**src/sv/b64sd_pkg.sv**
```systemverilog
// Shared types, character constants and the character classifier
// for the base64 stream decoder. No dependencies.
package b64sd_pkg;

	localparam logic [7:0] CHAR_NUL   = 8'h00;
	localparam logic [7:0] CHAR_LF    = 8'h0A;
	localparam logic [7:0] CHAR_CR    = 8'h0D;
	localparam logic [7:0] CHAR_PLUS  = 8'h2B;
	localparam logic [7:0] CHAR_SLASH = 8'h2F;
	localparam logic [7:0] CHAR_ZERO  = 8'h30;
	localparam logic [7:0] CHAR_NINE  = 8'h39;
	localparam logic [7:0] CHAR_EQ    = 8'h3D;
	localparam logic [7:0] CHAR_UC_A  = 8'h41;
	localparam logic [7:0] CHAR_UC_Z  = 8'h5A;
	localparam logic [7:0] CHAR_LC_A  = 8'h61;
	localparam logic [7:0] CHAR_LC_Z  = 8'h7A;

	// offsets that map a character code onto its alphabet value
	localparam logic [7:0] OFS_UPPER = CHAR_UC_A;
	localparam logic [7:0] OFS_LOWER = CHAR_LC_A - 8'd26;
	localparam logic [7:0] OFS_DIGIT = 8'd52 - CHAR_ZERO;
	localparam logic [5:0] SEXTET_PLUS  = 6'd62;
	localparam logic [5:0] SEXTET_SLASH = 6'd63;

	// queue between classifier and decoder, power of two
	localparam int QDEPTH = 2;

	typedef enum logic [1:0] {
		CLS_ALPHA,
		CLS_LINEBRK,
		CLS_TERM,
		CLS_OTHER
	} char_cls_t;

	typedef struct packed {
		logic [5:0] sextet;
		char_cls_t  cls;
		logic       som;
		logic       eoi;
	} item_t;

	typedef struct packed {
		logic full;
		logic empty;
	} q_status_t;

	function automatic item_t classify(logic [7:0] c, logic som, logic eoi);
		item_t it;
		it.som    = som;
		it.eoi    = eoi;
		it.sextet = '0;
		it.cls    = CLS_OTHER;
		if (c >= CHAR_UC_A && c <= CHAR_UC_Z) begin
			it.sextet = 6'(c - OFS_UPPER);
			it.cls    = CLS_ALPHA;
		end else if (c >= CHAR_LC_A && c <= CHAR_LC_Z) begin
			it.sextet = 6'(c - OFS_LOWER);
			it.cls    = CLS_ALPHA;
		end else if (c >= CHAR_ZERO && c <= CHAR_NINE) begin
			it.sextet = 6'(c + OFS_DIGIT);
			it.cls    = CLS_ALPHA;
		end else if (c == CHAR_PLUS) begin
			it.sextet = SEXTET_PLUS;
			it.cls    = CLS_ALPHA;
		end else if (c == CHAR_SLASH) begin
			it.sextet = SEXTET_SLASH;
			it.cls    = CLS_ALPHA;
		end else if (c == CHAR_CR || c == CHAR_LF) begin
			it.cls = CLS_LINEBRK;
		end else if (c == CHAR_NUL || c == CHAR_EQ) begin
			it.cls = CLS_TERM;
		end
		return it;
	endfunction

endpackage

```
**src/sv/b64sd_if.sv**
```systemverilog
// Valid/ready stream interfaces for the base64 stream decoder:
// encoded character words in, decoded byte words out. No dependencies.
interface b64sd_in_if;
	logic       valid;
	logic       ready;
	logic [7:0] in_char;
	logic       start_of_message;
	logic       end_of_input;

	modport source (output valid, output in_char, output start_of_message,
		output end_of_input, input ready);
	modport sink (input valid, input in_char, input start_of_message,
		input end_of_input, output ready);
endinterface

interface b64sd_out_if;
	logic       valid;
	logic       ready;
	logic [7:0] out_byte;
	logic       byte_valid;
	logic       message_done;

	modport source (output valid, output out_byte, output byte_valid,
		output message_done, input ready);
	modport sink (input valid, input out_byte, input byte_valid,
		input message_done, output ready);
endinterface

```
**src/sv/b64sd_front.sv**
```systemverilog
// Front end: accepts character words and classifies each into an alphabet
// value and a class. Depends on b64sd_pkg and b64sd_in_if.
module b64sd_front (
	b64sd_in_if.sink           in_stream,
	input  b64sd_pkg::q_status_t q_stat,
	output logic               push,
	output b64sd_pkg::item_t   push_item
);
	import b64sd_pkg::*;

	assign in_stream.ready = !q_stat.full;
	assign push            = in_stream.valid && !q_stat.full;
	assign push_item       = classify(in_stream.in_char, in_stream.start_of_message,
		in_stream.end_of_input);

endmodule

```
**src/sv/b64sd_queue.sv**
```systemverilog
// Short FIFO of classified words between front end and decoder.
// Depends on b64sd_pkg.
module b64sd_queue (
	input  logic                 clk,
	input  logic                 arst_n,
	input  logic                 push,
	input  b64sd_pkg::item_t     push_item,
	input  logic                 pop,
	output b64sd_pkg::item_t     pop_item,
	output b64sd_pkg::q_status_t q_stat
);
	import b64sd_pkg::*;

	localparam int PW = (QDEPTH > 1) ? $clog2(QDEPTH) : 1;
	localparam int CW = $clog2(QDEPTH + 1);

	item_t         mem_q [QDEPTH];
	logic [PW-1:0] wr_ptr_q;
	logic [PW-1:0] rd_ptr_q;
	logic [CW-1:0] count_q;

	assign q_stat.full  = (count_q == CW'(QDEPTH));
	assign q_stat.empty = (count_q == '0);
	assign pop_item     = mem_q[rd_ptr_q];

	always_ff @(posedge clk) begin
		if (push) begin
			mem_q[wr_ptr_q] <= push_item;
		end
	end

	always_ff @(posedge clk or negedge arst_n) begin
		if (!arst_n) begin
			wr_ptr_q <= '0;
			rd_ptr_q <= '0;
			count_q  <= '0;
		end else begin
			if (push) begin
				wr_ptr_q <= wr_ptr_q + 1'b1;
			end
			if (pop) begin
				rd_ptr_q <= rd_ptr_q + 1'b1;
			end
			if (push && !pop) begin
				count_q <= count_q + 1'b1;
			end else if (pop && !push) begin
				count_q <= count_q - 1'b1;
			end
		end
	end

endmodule

```
**src/sv/b64sd_back.sv**
```systemverilog
// Decoder back end: group position, previous value and stop flag, with a
// registered output word. Depends on b64sd_pkg and b64sd_out_if.
module b64sd_back (
	input  logic                 clk,
	input  logic                 arst_n,
	input  b64sd_pkg::q_status_t q_stat,
	input  b64sd_pkg::item_t     pop_item,
	output logic                 pop,
	b64sd_out_if.source          out_stream
);
	import b64sd_pkg::*;

	logic [1:0] pos_q;
	logic [5:0] prev_q;
	logic       stopped_q;
	logic       out_valid_q;
	logic [7:0] byte_q;
	logic       byte_valid_q;
	logic       done_q;

	logic [1:0] pos, pos_n;
	logic [5:0] prev, prev_n;
	logic       stop, stop_n;
	logic [7:0] byte_n;
	logic       valid_n;
	logic       done_n;

	// output register frees up when empty or being drained this cycle
	assign pop = !q_stat.empty && (!out_valid_q || out_stream.ready);

	assign out_stream.valid        = out_valid_q;
	assign out_stream.out_byte     = byte_q;
	assign out_stream.byte_valid   = byte_valid_q;
	assign out_stream.message_done = done_q;

	always_comb begin
		pos  = pos_q;
		prev = prev_q;
		stop = stopped_q;
		if (pop_item.som) begin
			pos  = '0;
			prev = '0;
			stop = 1'b0;
		end
		pos_n   = pos;
		prev_n  = prev;
		byte_n  = '0;
		valid_n = 1'b0;
		done_n  = 1'b0;
		if (!stop) begin
			unique case (pos)
				2'd0: begin
					if (pop_item.cls == CLS_TERM) begin
						done_n = 1'b1;
					end else if (pop_item.cls != CLS_LINEBRK) begin
						// unknown characters enter the group as zero
						prev_n = pop_item.sextet;
						pos_n  = 2'd1;
					end
				end
				2'd1: begin
					valid_n = 1'b1;
					if (pop_item.cls == CLS_ALPHA) begin
						byte_n = {prev, pop_item.sextet[5:4]};
						prev_n = pop_item.sextet;
						pos_n  = 2'd2;
					end else begin
						byte_n = {prev, 2'b00};
						done_n = 1'b1;
					end
				end
				2'd2: begin
					if (pop_item.cls == CLS_ALPHA) begin
						byte_n  = {prev[3:0], pop_item.sextet[5:2]};
						valid_n = 1'b1;
						prev_n  = pop_item.sextet;
						pos_n   = 2'd3;
					end else begin
						done_n = 1'b1;
					end
				end
				2'd3: begin
					if (pop_item.cls == CLS_ALPHA) begin
						byte_n  = {prev[1:0], pop_item.sextet};
						valid_n = 1'b1;
						prev_n  = pop_item.sextet;
						pos_n   = 2'd0;
					end else begin
						done_n = 1'b1;
					end
				end
				default: begin
					pos_n = pos;
				end
			endcase
			if (pop_item.eoi) begin
				done_n = 1'b1;
			end
		end
		stop_n = stop || done_n;
	end

	always_ff @(posedge clk or negedge arst_n) begin
		if (!arst_n) begin
			pos_q       <= '0;
			prev_q      <= '0;
			stopped_q   <= 1'b0;
			out_valid_q <= 1'b0;
		end else begin
			if (pop) begin
				pos_q       <= pos_n;
				prev_q      <= prev_n;
				stopped_q   <= stop_n;
				out_valid_q <= 1'b1;
			end else if (out_stream.ready) begin
				out_valid_q <= 1'b0;
			end
		end
	end

	always_ff @(posedge clk) begin
		if (pop) begin
			byte_q       <= byte_n;
			byte_valid_q <= valid_n;
			done_q       <= done_n;
		end
	end

endmodule

```
**src/sv/base64_stream_decoder.sv**
```systemverilog
// Base64 (standard alphabet) stream decoder, one character word per item.
// Depends on b64sd_pkg, b64sd_if, b64sd_front, b64sd_queue, b64sd_back.
//
// Channels: in_stream carries in_char with start_of_message and
// end_of_input; out_stream returns exactly one word per character with
// out_byte, byte_valid and message_done. Both are valid/ready; a word
// moves on a rising edge with valid and ready high.
// A character is classified on acceptance and written to a two-entry
// queue; the decoder takes it from the queue and updates group position,
// previous value and stop flag, registering the result word.
// The character passes through a queue entry and then the registered
// output word. Throughput: one character per cycle while out_stream is ready,
// set by the decode loop around the group state in the back end.
// Receiver stall: the output word holds, the decoder stops draining the
// queue, and in_stream.ready drops once the queue is full; nothing is lost.
// Reset (arst_n low): queue emptied, group position, previous value and
// stop flag cleared, no output word pending.
module base64_stream_decoder (
	input logic          clk,
	input logic          arst_n,
	b64sd_in_if.sink     in_stream,
	b64sd_out_if.source  out_stream
);
	import b64sd_pkg::*;

	logic      push;
	logic      pop;
	item_t     push_item;
	item_t     pop_item;
	q_status_t q_stat;

	b64sd_front u_front (
		.in_stream (in_stream),
		.q_stat    (q_stat),
		.push      (push),
		.push_item (push_item)
	);

	b64sd_queue u_queue (
		.clk       (clk),
		.arst_n    (arst_n),
		.push      (push),
		.push_item (push_item),
		.pop       (pop),
		.pop_item  (pop_item),
		.q_stat    (q_stat)
	);

	b64sd_back u_back (
		.clk        (clk),
		.arst_n     (arst_n),
		.q_stat     (q_stat),
		.pop_item   (pop_item),
		.pop        (pop),
		.out_stream (out_stream)
	);

endmodule

```
**src/flat_wrapper.sv**
```systemverilog
// flat-port wrapper written by rule: the top's interface ports become plain ports
module base64_stream_decoder_flat import b64sd_pkg::*;
  (clk, arst_n, in_stream_valid, in_stream_in_char, in_stream_start_of_message, in_stream_end_of_input, in_stream_ready, out_stream_valid, out_stream_out_byte, out_stream_byte_valid, out_stream_message_done, out_stream_ready);
  b64sd_in_if in_stream_i ();
  b64sd_out_if out_stream_i ();
  input logic clk;
  input logic arst_n;
  input wire logic [$bits(in_stream_i.valid)-1:0] in_stream_valid;
  input wire logic [$bits(in_stream_i.in_char)-1:0] in_stream_in_char;
  input wire logic [$bits(in_stream_i.start_of_message)-1:0] in_stream_start_of_message;
  input wire logic [$bits(in_stream_i.end_of_input)-1:0] in_stream_end_of_input;
  output wire logic [$bits(in_stream_i.ready)-1:0] in_stream_ready;
  output wire logic [$bits(out_stream_i.valid)-1:0] out_stream_valid;
  output wire logic [$bits(out_stream_i.out_byte)-1:0] out_stream_out_byte;
  output wire logic [$bits(out_stream_i.byte_valid)-1:0] out_stream_byte_valid;
  output wire logic [$bits(out_stream_i.message_done)-1:0] out_stream_message_done;
  input wire logic [$bits(out_stream_i.ready)-1:0] out_stream_ready;
  assign in_stream_i.valid = in_stream_valid;
  assign in_stream_i.in_char = in_stream_in_char;
  assign in_stream_i.start_of_message = in_stream_start_of_message;
  assign in_stream_i.end_of_input = in_stream_end_of_input;
  assign in_stream_ready = in_stream_i.ready;
  assign out_stream_valid = out_stream_i.valid;
  assign out_stream_out_byte = out_stream_i.out_byte;
  assign out_stream_byte_valid = out_stream_i.byte_valid;
  assign out_stream_message_done = out_stream_i.message_done;
  assign out_stream_i.ready = out_stream_ready;
  base64_stream_decoder u_core (.clk(clk), .arst_n(arst_n), .in_stream(in_stream_i), .out_stream(out_stream_i));
endmodule
```
**config.mk**
```make
export PLATFORM = sky130hd
export DESIGN_NAME = base64_stream_decoder_flat
export DESIGN_NICKNAME = d
export VERILOG_FILES = /design/src/sv/b64sd_pkg.sv /design/src/sv/b64sd_if.sv /design/src/sv/b64sd_front.sv /design/src/sv/b64sd_queue.sv /design/src/sv/b64sd_back.sv /design/src/sv/base64_stream_decoder.sv /design/src/flat_wrapper.sv
export SDC_FILE = /design/constraint.sdc
export NUM_CORES = 1
export LEC_CHECK = 0
export ABC_AREA = 1
export ABC_CLOCK_PERIOD_IN_PS = 2700
export BUFFER_PORTS_ARGS = -buffer_cell sky130_fd_sc_hd__buf_2
export CAP_MARGIN = 20
export CORE_MARGIN = 2
export CORE_UTILIZATION = 25
export DETAILED_ROUTE_END_ITERATION = 12
export GPL_TIMING_DRIVEN = 0
export HOLD_SLACK_MARGIN = 0.15
export REMOVE_ABC_BUFFERS = 1
export SYNTH_ARGS = -nofsm -noshare
export SYNTH_HDL_FRONTEND = slang
export SYNTH_SLANG_ARGS = --single-unit
export TNS_END_PERCENT = 1
```
**constraint.sdc**
```tcl
create_clock -name clk -period 2.7 [get_ports clk]
set_input_delay 0.135 -clock clk [delete_from_list [all_inputs] [get_ports clk]]
set_output_delay 0.135 -clock clk [all_outputs]
set_load 0.05 [all_outputs]
```
==> results.cfg, run 1 <==
[detailed_routing]
dr.pass1.iters = 6
drt_iter0_markers = 165
post-route-drc-count = 0
vias = 2419
dr_wl_met2_mm = 2.91
wl_per_cell_um = 11.5
routed_wl_mm = 6.24
postRouteAntennaNets = 0
highest_layer = met4
met3_length_um = 384
post_drt_via_cell_ratio = 4.45
wirelength_met1_mm = 2.87

[logic_synthesis]
yosys-top-cells-count = 114 x nand2_1, 43 x nand3_1, 42 x inv_1
synth_seq_cells = 44
yosysMostFrequentCell = nand2_1
syn_inst = 369
syn-cell-area_mm2 = 0.00293
syn_area_per_cell_um2 = 7.94
ys_seq_area_share_pct = 42.7
async_flop_share_pct = 31.8
ys.flop_type = edfxtp_1
yosys_warnings = 0
yosysTopAreaCell = edfxtp_1
synthTopCellsByArea = edfxtp_1 31%, nand2_1 15%, dfrtp_1 12%
netlist.area_leader.share_pct = 30.8
synth_edf_count = 30
yosysUniqueCellTypes = 31

[worst_setup_path]
crit_path_end = u_core.u_queue.count_q[1]
cp_cell_sequence = dlygate4sd3_1 -> buf_2 -> nor2_1 -> a21oi_4 -> inv_1 -> ha_1 -> a21oi_1 -> o21ai_0 -> xor2_1
r2r_end = u_core.u_queue.count_q[1]
r2r-start = u_core.u_back.out_stream.valid
r2r.worst_path.cells = 8
cpMaxStageDelayCell = dlygate4sd3_1
crit_fanout = 17
end_kind = register
r2r_setup_slack_ns = 0.67
required_ns = 2.86
cp-startpoint = out_stream_ready
path_class = in2reg
arrival_ns = 2.22
max_stage_delay_ns = 0.52
critPathLaunchType = input port

[global_route]
gr-usage-all-layers_pct = 10.3
grt_pass1_vias = 2335
antenna_found_initial = 0
grt_pass1_wl_mm = 10.9
overflow = 0
grt_max_degree = 18

[floorplan]
dieWidth_um = 112
initial_utilization_pct = 25.7
die_area_mm2 = 0.0126
row_count = 39
die_h_um = 112
io_pins = 26
fp.coreArea_mm2 = 0.0114

[clocking]
post_cts_resize_count = 0
clock-root-buffer = clkbuf_16
cts_buffers = 5
cts_tree = done
cts.sinks = 44
cts_htree_levels = 2
clock_path_buffers = 2
clk_latency_ns = 0.29
path_clk_slew_ns = 0.06

[cells_and_area]
final_layout_size_suffix_gt1_share_pct = 14.7
insertedDiodeCount = 0
area_delta_synth_final_pct = 15.7
fin_util_pct = 29.7
layout.nets = 425

[timing]
finalSetupTns_ns = 0
skew_ns = 0.00480
slew_viol_final = 0
fin_crit_ns = 2.06
slew_headroom_pct = 40.0
hold_violations = 0
fmax_mhz = 484
rsz0062_at_grt = no
fin_crit_sh_pct = 76.4
worst_pin_slew_ns = 0.897
setup_viol = 0

[pwr]
p_leak_nw = 1.61
vdd_drop_max_uv = 602
powerDensity_mw_per_mm2 = 1060

[flow_run]
maxCapViolations = 0

[placed_design]
io_buffers = 25
dp_hpwl_mm = 4.73
gp_congestion = 0.893

[worst_hold_path]
hold_path_class = in2reg

[run_status]
outcome = completed
what timing repair did:
action / in CTS / in global routing
hold buffers: 4 / 0
buffers inserted: 0 / 0
endpoints found under the hold margin: 19 / 0
metal layers:
| layer | up-vias | track usage [%] |
|---|---|---|
| met5 | - | 0 |
| met4 | 0 | 4.07 |
| met3 | 7 | 2.11 |
| met2 | 64 | 16.9 |
| met1 | 1093 | 13.5 |
| li1 | 1255 | - |
cell families after synthesis:
kind of cell | synth area share (%)
simple gates | 35.3
buf+inv | 7.43
flops | 42.7
compound gates | 5.98
xor+xnor | 3.89
fa+ha+maj | 4.70
state kept, by name, summed over array words and instances (netlist names):
name and count:
u_core.u_back.out_stream.message_done 1, u_core.u_queue.rd_ptr_q 1, u_core.u_back.out_stream.out_byte 8, u_core.u_queue.count_q 2, u_core.u_back.out_stream.byte_valid 1, u_core.u_back.prev_q 6, u_core.u_back.stopped_q 1, u_core.u_back.pos_q 2
u_core.u_queue.mem_q 20, u_core.u_queue.wr_ptr_q 1, u_core.u_back.out_stream.valid 1
power by group:
part	internal (W)	switching, W
sequential	0.00102	0.000163
clock	0.000370	0.000261
combinational	0.000490	0.00131
total	0.00188	0.00173
critical path: cells and delay by family:
kind | cells | cell delay, ns
buffers and inverters | 3 | 0.81
AOI/OAI and AO/OA | 3 | 0.70
adders and majority gates | 1 | 0.36
xor gates and xnor gates | 1 | 0.16
and+or+nand+nor | 1 | 0.06
area by class of cell:
cell class / instances / area (µm²)
timing repair buffer: 29 / 165
clock buffer: 6 / 139
sequential: 44 / 1250
multi-input combinational: 274 / 1460
fill: 1244 / 8030
inverter: 46 / 180
tap: 143 / 179
clock inverter: 2 / 13.8
placed cells by master (no fill, tap or decap), types with 6 or more instances in the layout:
cell	synthesis	layout
inv_1	42	42
nand3_1	43	43
o21ai_0	15	15
xor2_1	11	11
buf_2	0	25
a21oi_1	6	6
nand2_1	114	114
dfrtp_1	14	14
edfxtp_1	30	30
ha_1	11	11
nor2_1	31	31
nand2_2	8	8
how the worst min path moves through the flow:
| stage | depth (start not counted) | startpoint | slack (ns) | end |
|---|---|---|---|---|
| global route | 5 | in_stream_valid | 0.30 | u_core.u_queue.wr_ptr_q |
| finish | 5 | in_stream_valid | 0.24 | u_core.u_queue.wr_ptr_q |
| CTS | 5 | in_stream_valid | 0.25 | u_core.u_queue.wr_ptr_q |
| detailed placement | 1 | arst_n | 0.06 | u_core.u_back.prev_q[3] |
| global placement | 1 | arst_n | 0.06 | u_core.u_back.prev_q[1] |
| floorplan | 0 | arst_n | -0.16 | u_core.u_back.out_stream.valid |
metrics by stage:
stage               total power, W  hold WS [ns]  instance area, µm²  setup WS (ns)  std cells
floorplan                  0.00258        -0.161                2890          0.654        364
global placement           0.00296        0.0569                3200          0.664        532
detailed placement         0.00299        0.0598                3200          0.636        532
CTS                        0.00364         0.253                3390          0.596        544
global route               0.00387         0.303                3390          0.507        544
finish                     0.00361         0.238                3390          0.636        544
No activity file was read; power rests on OpenSTA's default activity.
==> run 2: changes to the inputs <==
--- a/config.mk
+++ b/config.mk
@@ -6,7 +6,7 @@
 export NUM_CORES = 1
 export LEC_CHECK = 0
 export ABC_AREA = 1
-export ABC_CLOCK_PERIOD_IN_PS = 2700
+export ABC_CLOCK_PERIOD_IN_PS = 1680
 export BUFFER_PORTS_ARGS = -buffer_cell sky130_fd_sc_hd__buf_2
 export CAP_MARGIN = 20
 export CORE_MARGIN = 2
==> constraint.sdc (replaced) <==
create_clock -name clk -period 1.68 [get_ports clk]
set_input_delay 0.084 -clock clk [delete_from_list [all_inputs] [get_ports clk]]
set_output_delay 0.084 -clock clk [all_outputs]
set_load 0.05 [all_outputs]
==> run 2 against run 1 <==
- routed wire length rose by 3.4%
- register-to-register slack got worse by 0.65 ns
- first-iteration DRC count fell by 11%
- critical path depth fell by 2
- clock power rose by 62%
- final cell count rose by 1.7%
- via count rose by 2.3%
- sequential cell count did not move
==> results.cfg, run 2 (synthesis gave the netlist of run 1 again) <==
[worst_setup_path]
cpMaxStageDelayCell = dfrtp_4
arrival_ns = 1.71
r2r_setup_slack_ns = 0.02
crit_family = simple AND/OR/NAND/NOR gates
crit_fanout = 8
path_class = reg2reg
crit_buf_inv = 1
required_ns = 1.73
critPathLaunchType = register
max_stage_delay_ns = 0.48
end_kind = register
cp_cell_sequence = buf_4 -> nand2_4 -> nand3_4 -> nand2_2 -> nand2_1 -> nand4_1 -> and2_1

[pwr]
p_leak_nw = 1.65
vdd_drop_max_uv = 974
powerDensity_mw_per_mm2 = 1740
power.switching_w = 0.00288
power_frac_clock_pct = 16.8
pwr-share-comb_pct = 52.5
p_sw_share_pct = 47.4
internal_power_w = 0.00320
seqPwrFrac_pct = 30.7

[timing]
worst_pin_slew_ns = 0.553
hold_violations = 0
fmax_mhz = 602
fin_crit_ns = 1.66
setup_viol = 0
rsz0062_at_grt = yes
skew_ns = 0.00607
slew_viol_final = 0
hold_ws_ns = 0.186
slew_headroom_pct = 63.1
fin_ws_ns = 0.0179
fin_crit_sh_pct = 98.9

[floorplan]
row_count = 39
fp.coreArea_mm2 = 0.0114
io_pins = 26
dieWidth_um = 112
die_h_um = 112
initial_utilization_pct = 25.7
die_area_mm2 = 0.0126

[cells_and_area]
final_layout_size_suffix_gt1_share_pct = 18.8
fin_util_pct = 30.6
final_common_cell = nand2_1
largest_register_ffs = 20
multi_input_area_mm2 = 0.00149
largest_register = u_core.u_queue.mem_q
fill_cells = 1230
final_cells = 553
insertedDiodeCount = 0
fin_area_mm2 = 0.00350
layout.nets = 434
most-common-layout-cells = 113 x nand2_1, 42 x nand3_1, 41 x inv_1
area_delta_synth_final_pct = 19.4
regArea_mm2 = 0.00125

[detailed_routing]
drt_iter0_markers = 147
dr.pass1.iters = 4
wl_per_cell_um = 11.7
vias = 2474
postRouteAntennaNets = 0
post-route-drc-count = 0
routed_wl_mm = 6.45
post_drt_via_cell_ratio = 4.47

[clocking]
cts_htree_levels = 2
clock_path_buffers = 2
cts_buffers = 5
cts.sinks = 44
clock-root-buffer = clkbuf_16
clk_latency_ns = 0.29
path_clk_slew_ns = 0.07
cts_tree = done

[global_route]
grt_max_degree = 17
antenna_found_initial = 0
grt_pass1_vias = 2343
grt_pass1_wl_mm = 10.9
gr-usage-all-layers_pct = 10.4
overflow = 0

[placed_design]
placed_area_mm2 = 0.00320
dp_hpwl_mm = 4.73
preCtsSetupSlack_ns = -0.384
dp.cells = 532
io_buffers = 25
gp_congestion = 0.893

[flow_run]
maxCapViolations = 0

[run_status]
outcome = completed

[worst_hold_path]
hold_path_class = in2reg
run 2: changes by cell type in the layout (fill, tap and decap cells not counted), moves of 2 or more:
cell | previous run | this run
buf_4 | 0 | 8
nor2_1 | 31 | 27
o21ai_0 | 15 | 13
nor2_2 | 1 | 5
o21ai_1 | 4 | 6
run 2: stage by stage:
step | total power, W | TNS [ns]
2_1_floorplan | 0.00415 | -3.31
3_3_place_gp | 0.00475 | -8.02
3_5_place_dp | 0.00481 | -9.15
4_1_cts | 0.00589 | -0.0729
5_1_grt | 0.00650 | -0.297
6_report | 0.00608 | 0
run 2: what timing repair did:
item / CTS / global route
hold endpoints to repair: 19 / 0
pin swaps: 0 / 1
setup endpoints to repair: 41 / 32
hold buffers: 4 / 0
gates resized for setup: 5 / 12
buffers inserted: 1 / 8
gates cloned: 0 / 0
run 2: area by class of cell:
class	count	area share (%)
repair buffers	38	6.76
clock inverters	2	0.394
well taps	143	5.12
multi-input cells	274	42.6
clock buffers	6	3.97
flip-flops and latches	44	35.9
inverters	46	5.23
run 2: worst paths after layout:
kind | start | to | cells after the start
worst max-delay path | u_core.u_queue.rd_ptr_q | u_core.u_back.out_stream.message_done | 7
worst min-delay path | in_stream_valid | u_core.u_queue.wr_ptr_q | 5
worst max register to register | u_core.u_queue.rd_ptr_q | u_core.u_back.out_stream.message_done | 7
worst min register to register | u_core.u_queue.count_q[0] | u_core.u_queue.count_q[0] | 1
max in group asynchronous | arst_n | u_core.u_queue.rd_ptr_q | 2
min in group asynchronous | arst_n | u_core.u_back.prev_q[2] | 2
run 2: power groups by stage:
stage / clock network [W] / logic (W) / registers, W
2_1_floorplan: 0 / 0.00181 / 0.00234
3_5_place_dp: 0 / 0.00288 / 0.00193
4_1_cts: 0.00103 / 0.00294 / 0.00191
3_3_place_gp: 0 / 0.00284 / 0.00191
5_1_grt: 0.00108 / 0.00350 / 0.00191
6_report: 0.00102 / 0.00319 / 0.00187
run 2: worst register-to-register path, stage by stage (launching register included):
cell,delay (ns)
dfrtp_4,0.48
buf_4,0.14
nand2_4,0.09
nand3_4,0.14
nand2_2,0.13
nand2_1,0.08
nand4_1,0.17
and2_1,0.20
run 2: layer usage:
metal / GRT usage (%) / up-vias / share of wire [%]
met3: 2.11 / 9 / 6.1
li1: - / 1276 / -
met1: 13.4 / 1098 / 46
met2: 17.1 / 91 / 47
met5: 0 / - / 0
met4: 4.07 / 0 / 1.4
==> run 3: changes to the inputs <==
--- a/config.mk
+++ b/config.mk
@@ -9,12 +9,12 @@
 export ABC_CLOCK_PERIOD_IN_PS = 1680
 export BUFFER_PORTS_ARGS = -buffer_cell sky130_fd_sc_hd__buf_2
 export CAP_MARGIN = 20
-export CORE_MARGIN = 2
-export CORE_UTILIZATION = 25
+export CORE_MARGIN = 5
+export CORE_UTILIZATION = 54
 export DETAILED_ROUTE_END_ITERATION = 12
 export GPL_TIMING_DRIVEN = 0
 export HOLD_SLACK_MARGIN = 0.15
-export REMOVE_ABC_BUFFERS = 1
+export PLACE_DENSITY = 0.76
 export SYNTH_ARGS = -nofsm -noshare
 export SYNTH_HDL_FRONTEND = slang
 export SYNTH_SLANG_ARGS = --single-unit
==> run 3 against run 2 <==
- non-clock buffer count is 5 lower
- largest cell class unchanged
- core utilization is 34 points higher
- first-iteration DRC count up 24%
- critical path depth grew 1
- sequential share of layout area is 1.7 points higher
- fmax up 3.9%
- setup slack improved by 0.062 ns
- power fell by 5.8%
- clock skew increased by 0.0049 ns
- combinational power down 3%
==> results.cfg, run 3 (synthesis gave the netlist of run 1 again) <==
[cells_and_area]
final_layout_size_suffix_gt1_share_pct = 17.8
most-common-layout-cells = 113 x nand2_1, 42 x nand3_1, 40 x inv_1
layout.nets = 429
largest_register = u_core.u_queue.mem_q
multi_input_area_mm2 = 0.00149
final_common_cell = nand2_1
largest_register_ffs = 20
area_delta_synth_final_pct = 13.6
final_cells = 475
insertedDiodeCount = 0
regArea_mm2 = 0.00125
fill_cells = 430

[clocking]
clock_path_buffers = 2
cts_tree = done
clk_latency_ns = 0.30
cts.sinks = 44
cts_buffers = 5
path_clk_slew_ns = 0.08
clock-root-buffer = clkbuf_8
cts_htree_levels = 2

[timing]
slew_viol_final = 0
fmax_mhz = 625
rsz0062_at_grt = yes
fin_ws_ns = 0.0799
fin_crit_sh_pct = 95.2
hold_violations = 0
slew_headroom_pct = 62.9
skew_ns = 0.0110
worst_pin_slew_ns = 0.556
fin_crit_ns = 1.60
setup_viol = 0

[global_route]
overflow = 0
gr-usage-all-layers_pct = 18.0
grt_pass1_vias = 2346
grt_max_degree = 17
antenna_found_initial = 0
grt_pass1_wl_mm = 10.5

[floorplan]
io_pins = 26
dieWidth_um = 83.7
row_count = 26
initial_utilization_pct = 56.6
die_h_um = 83.7
die_area_mm2 = 0.00700
fp.coreArea_mm2 = 0.00517

[worst_setup_path]
max_stage_delay_ns = 0.38
crit_family = simple AND/OR/NAND/NOR gates
path_class = reg2reg
crit_fanout = 10
cpMaxStageDelayCell = dfrtp_1
required_ns = 1.74
end_kind = register
arrival_ns = 1.66
crit_buf_inv = 2
critPathLaunchType = register
cp_cell_sequence = buf_6 -> inv_8 -> nand2_8 -> nand3_4 -> nand2_4 -> nand2_1 -> nand4_1 -> and2_1

[detailed_routing]
vias = 2424
drt_iter0_markers = 182
dr.pass1.iters = 4
post_drt_via_cell_ratio = 5.10
routed_wl_mm = 5.95
post-route-drc-count = 0
postRouteAntennaNets = 0
wl_per_cell_um = 12.5

[logic_synthesis]
syn_nets = 394

[placed_design]
io_buffers = 24
dp.cells = 463
gp_congestion = 0.927
dp_hpwl_mm = 4.74
preCtsSetupSlack_ns = -0.534

[pwr]
powerDensity_mw_per_mm2 = 1720
vdd_drop_max_uv = 772
p_leak_nw = 1.60

[flow_run]
maxCapViolations = 0

[worst_hold_path]
hold_path_class = in2reg

[run_status]
outcome = completed
## run 3: cell type report
type                       instances  area share [%]
buffer                             4            1.02
clock buffer                       5            2.07
clock inverter                     3            1.28
inverter                          46            5.42
multi-input combinational        274            44.9
sequential                        44            37.6
tap                               70            2.63
timing repair buffer              29            5.04
## run 3: repair_timing
action                     in CTS  in global routing
hold endpoints to repair       19                  0
setup buffers                   1                  0
hold buffers                    4                  0
resized for setup               3                  6
setup endpoints to repair      27                 20
## run 3: path summary, 6_finish.rpt
kind,startpoint,to,slack (ns),cells after the start
min in group asynchronous,arst_n,u_core.u_back.pos_q[1],0.21,2
max,u_core.u_queue.rd_ptr_q,u_core.u_back.out_stream.message_done,0.08,8
min reg2reg,u_core.u_queue.count_q[0],u_core.u_queue.count_q[0],0.47,1
min,in_stream_in_char[0],u_core.u_queue.mem_q[0][4],0.20,3
max reg2reg,u_core.u_queue.rd_ptr_q,u_core.u_back.out_stream.message_done,0.08,8
max in group asynchronous,arst_n,u_core.u_back.out_stream.valid,1.19,2
## run 3: per-layer routing
layer / vias to the layer above / GRT usage (%) / routed length (µm)
li1: 1268 / - / -
met1: 1096 / 21.0 / 2500
met2: 54 / 33.7 / 3170
met3: 6 / 2.47 / 204
met4: 0 / 5.85 / 74
met5: - / 0 / 0
## run 3: tightest hold or removal path, cell delays in order
cell and delay, ns:
buf_2 0.13, o21ai_0 0.09, nand2_1 0.08
## run 3: power breakdown
part | switching (W) | internal [W] | total [W]
Clock | 0.000367 | 0.000440 | 0.000807
Combinational | 0.00220 | 0.000894 | 0.00309
Sequential | 0.000190 | 0.00163 | 0.00182
## run 3: metrics by stage
stage	setup TNS (ns)	power [W]	hold slack [ns]	instance area, µm²	utilization (%)
after floorplan	-1.71	0.00426	-0.212	2950	-
after global placement	-7.11	0.00484	0.00989	3150	61.0
after detailed placement	-7.82	0.00489	0.00729	3150	61.0
after CTS	0	0.00571	0.200	3320	64.2
after global routing	-0.0374	0.00616	0.261	3330	64.3
final	0	0.00572	0.204	3330	64.3
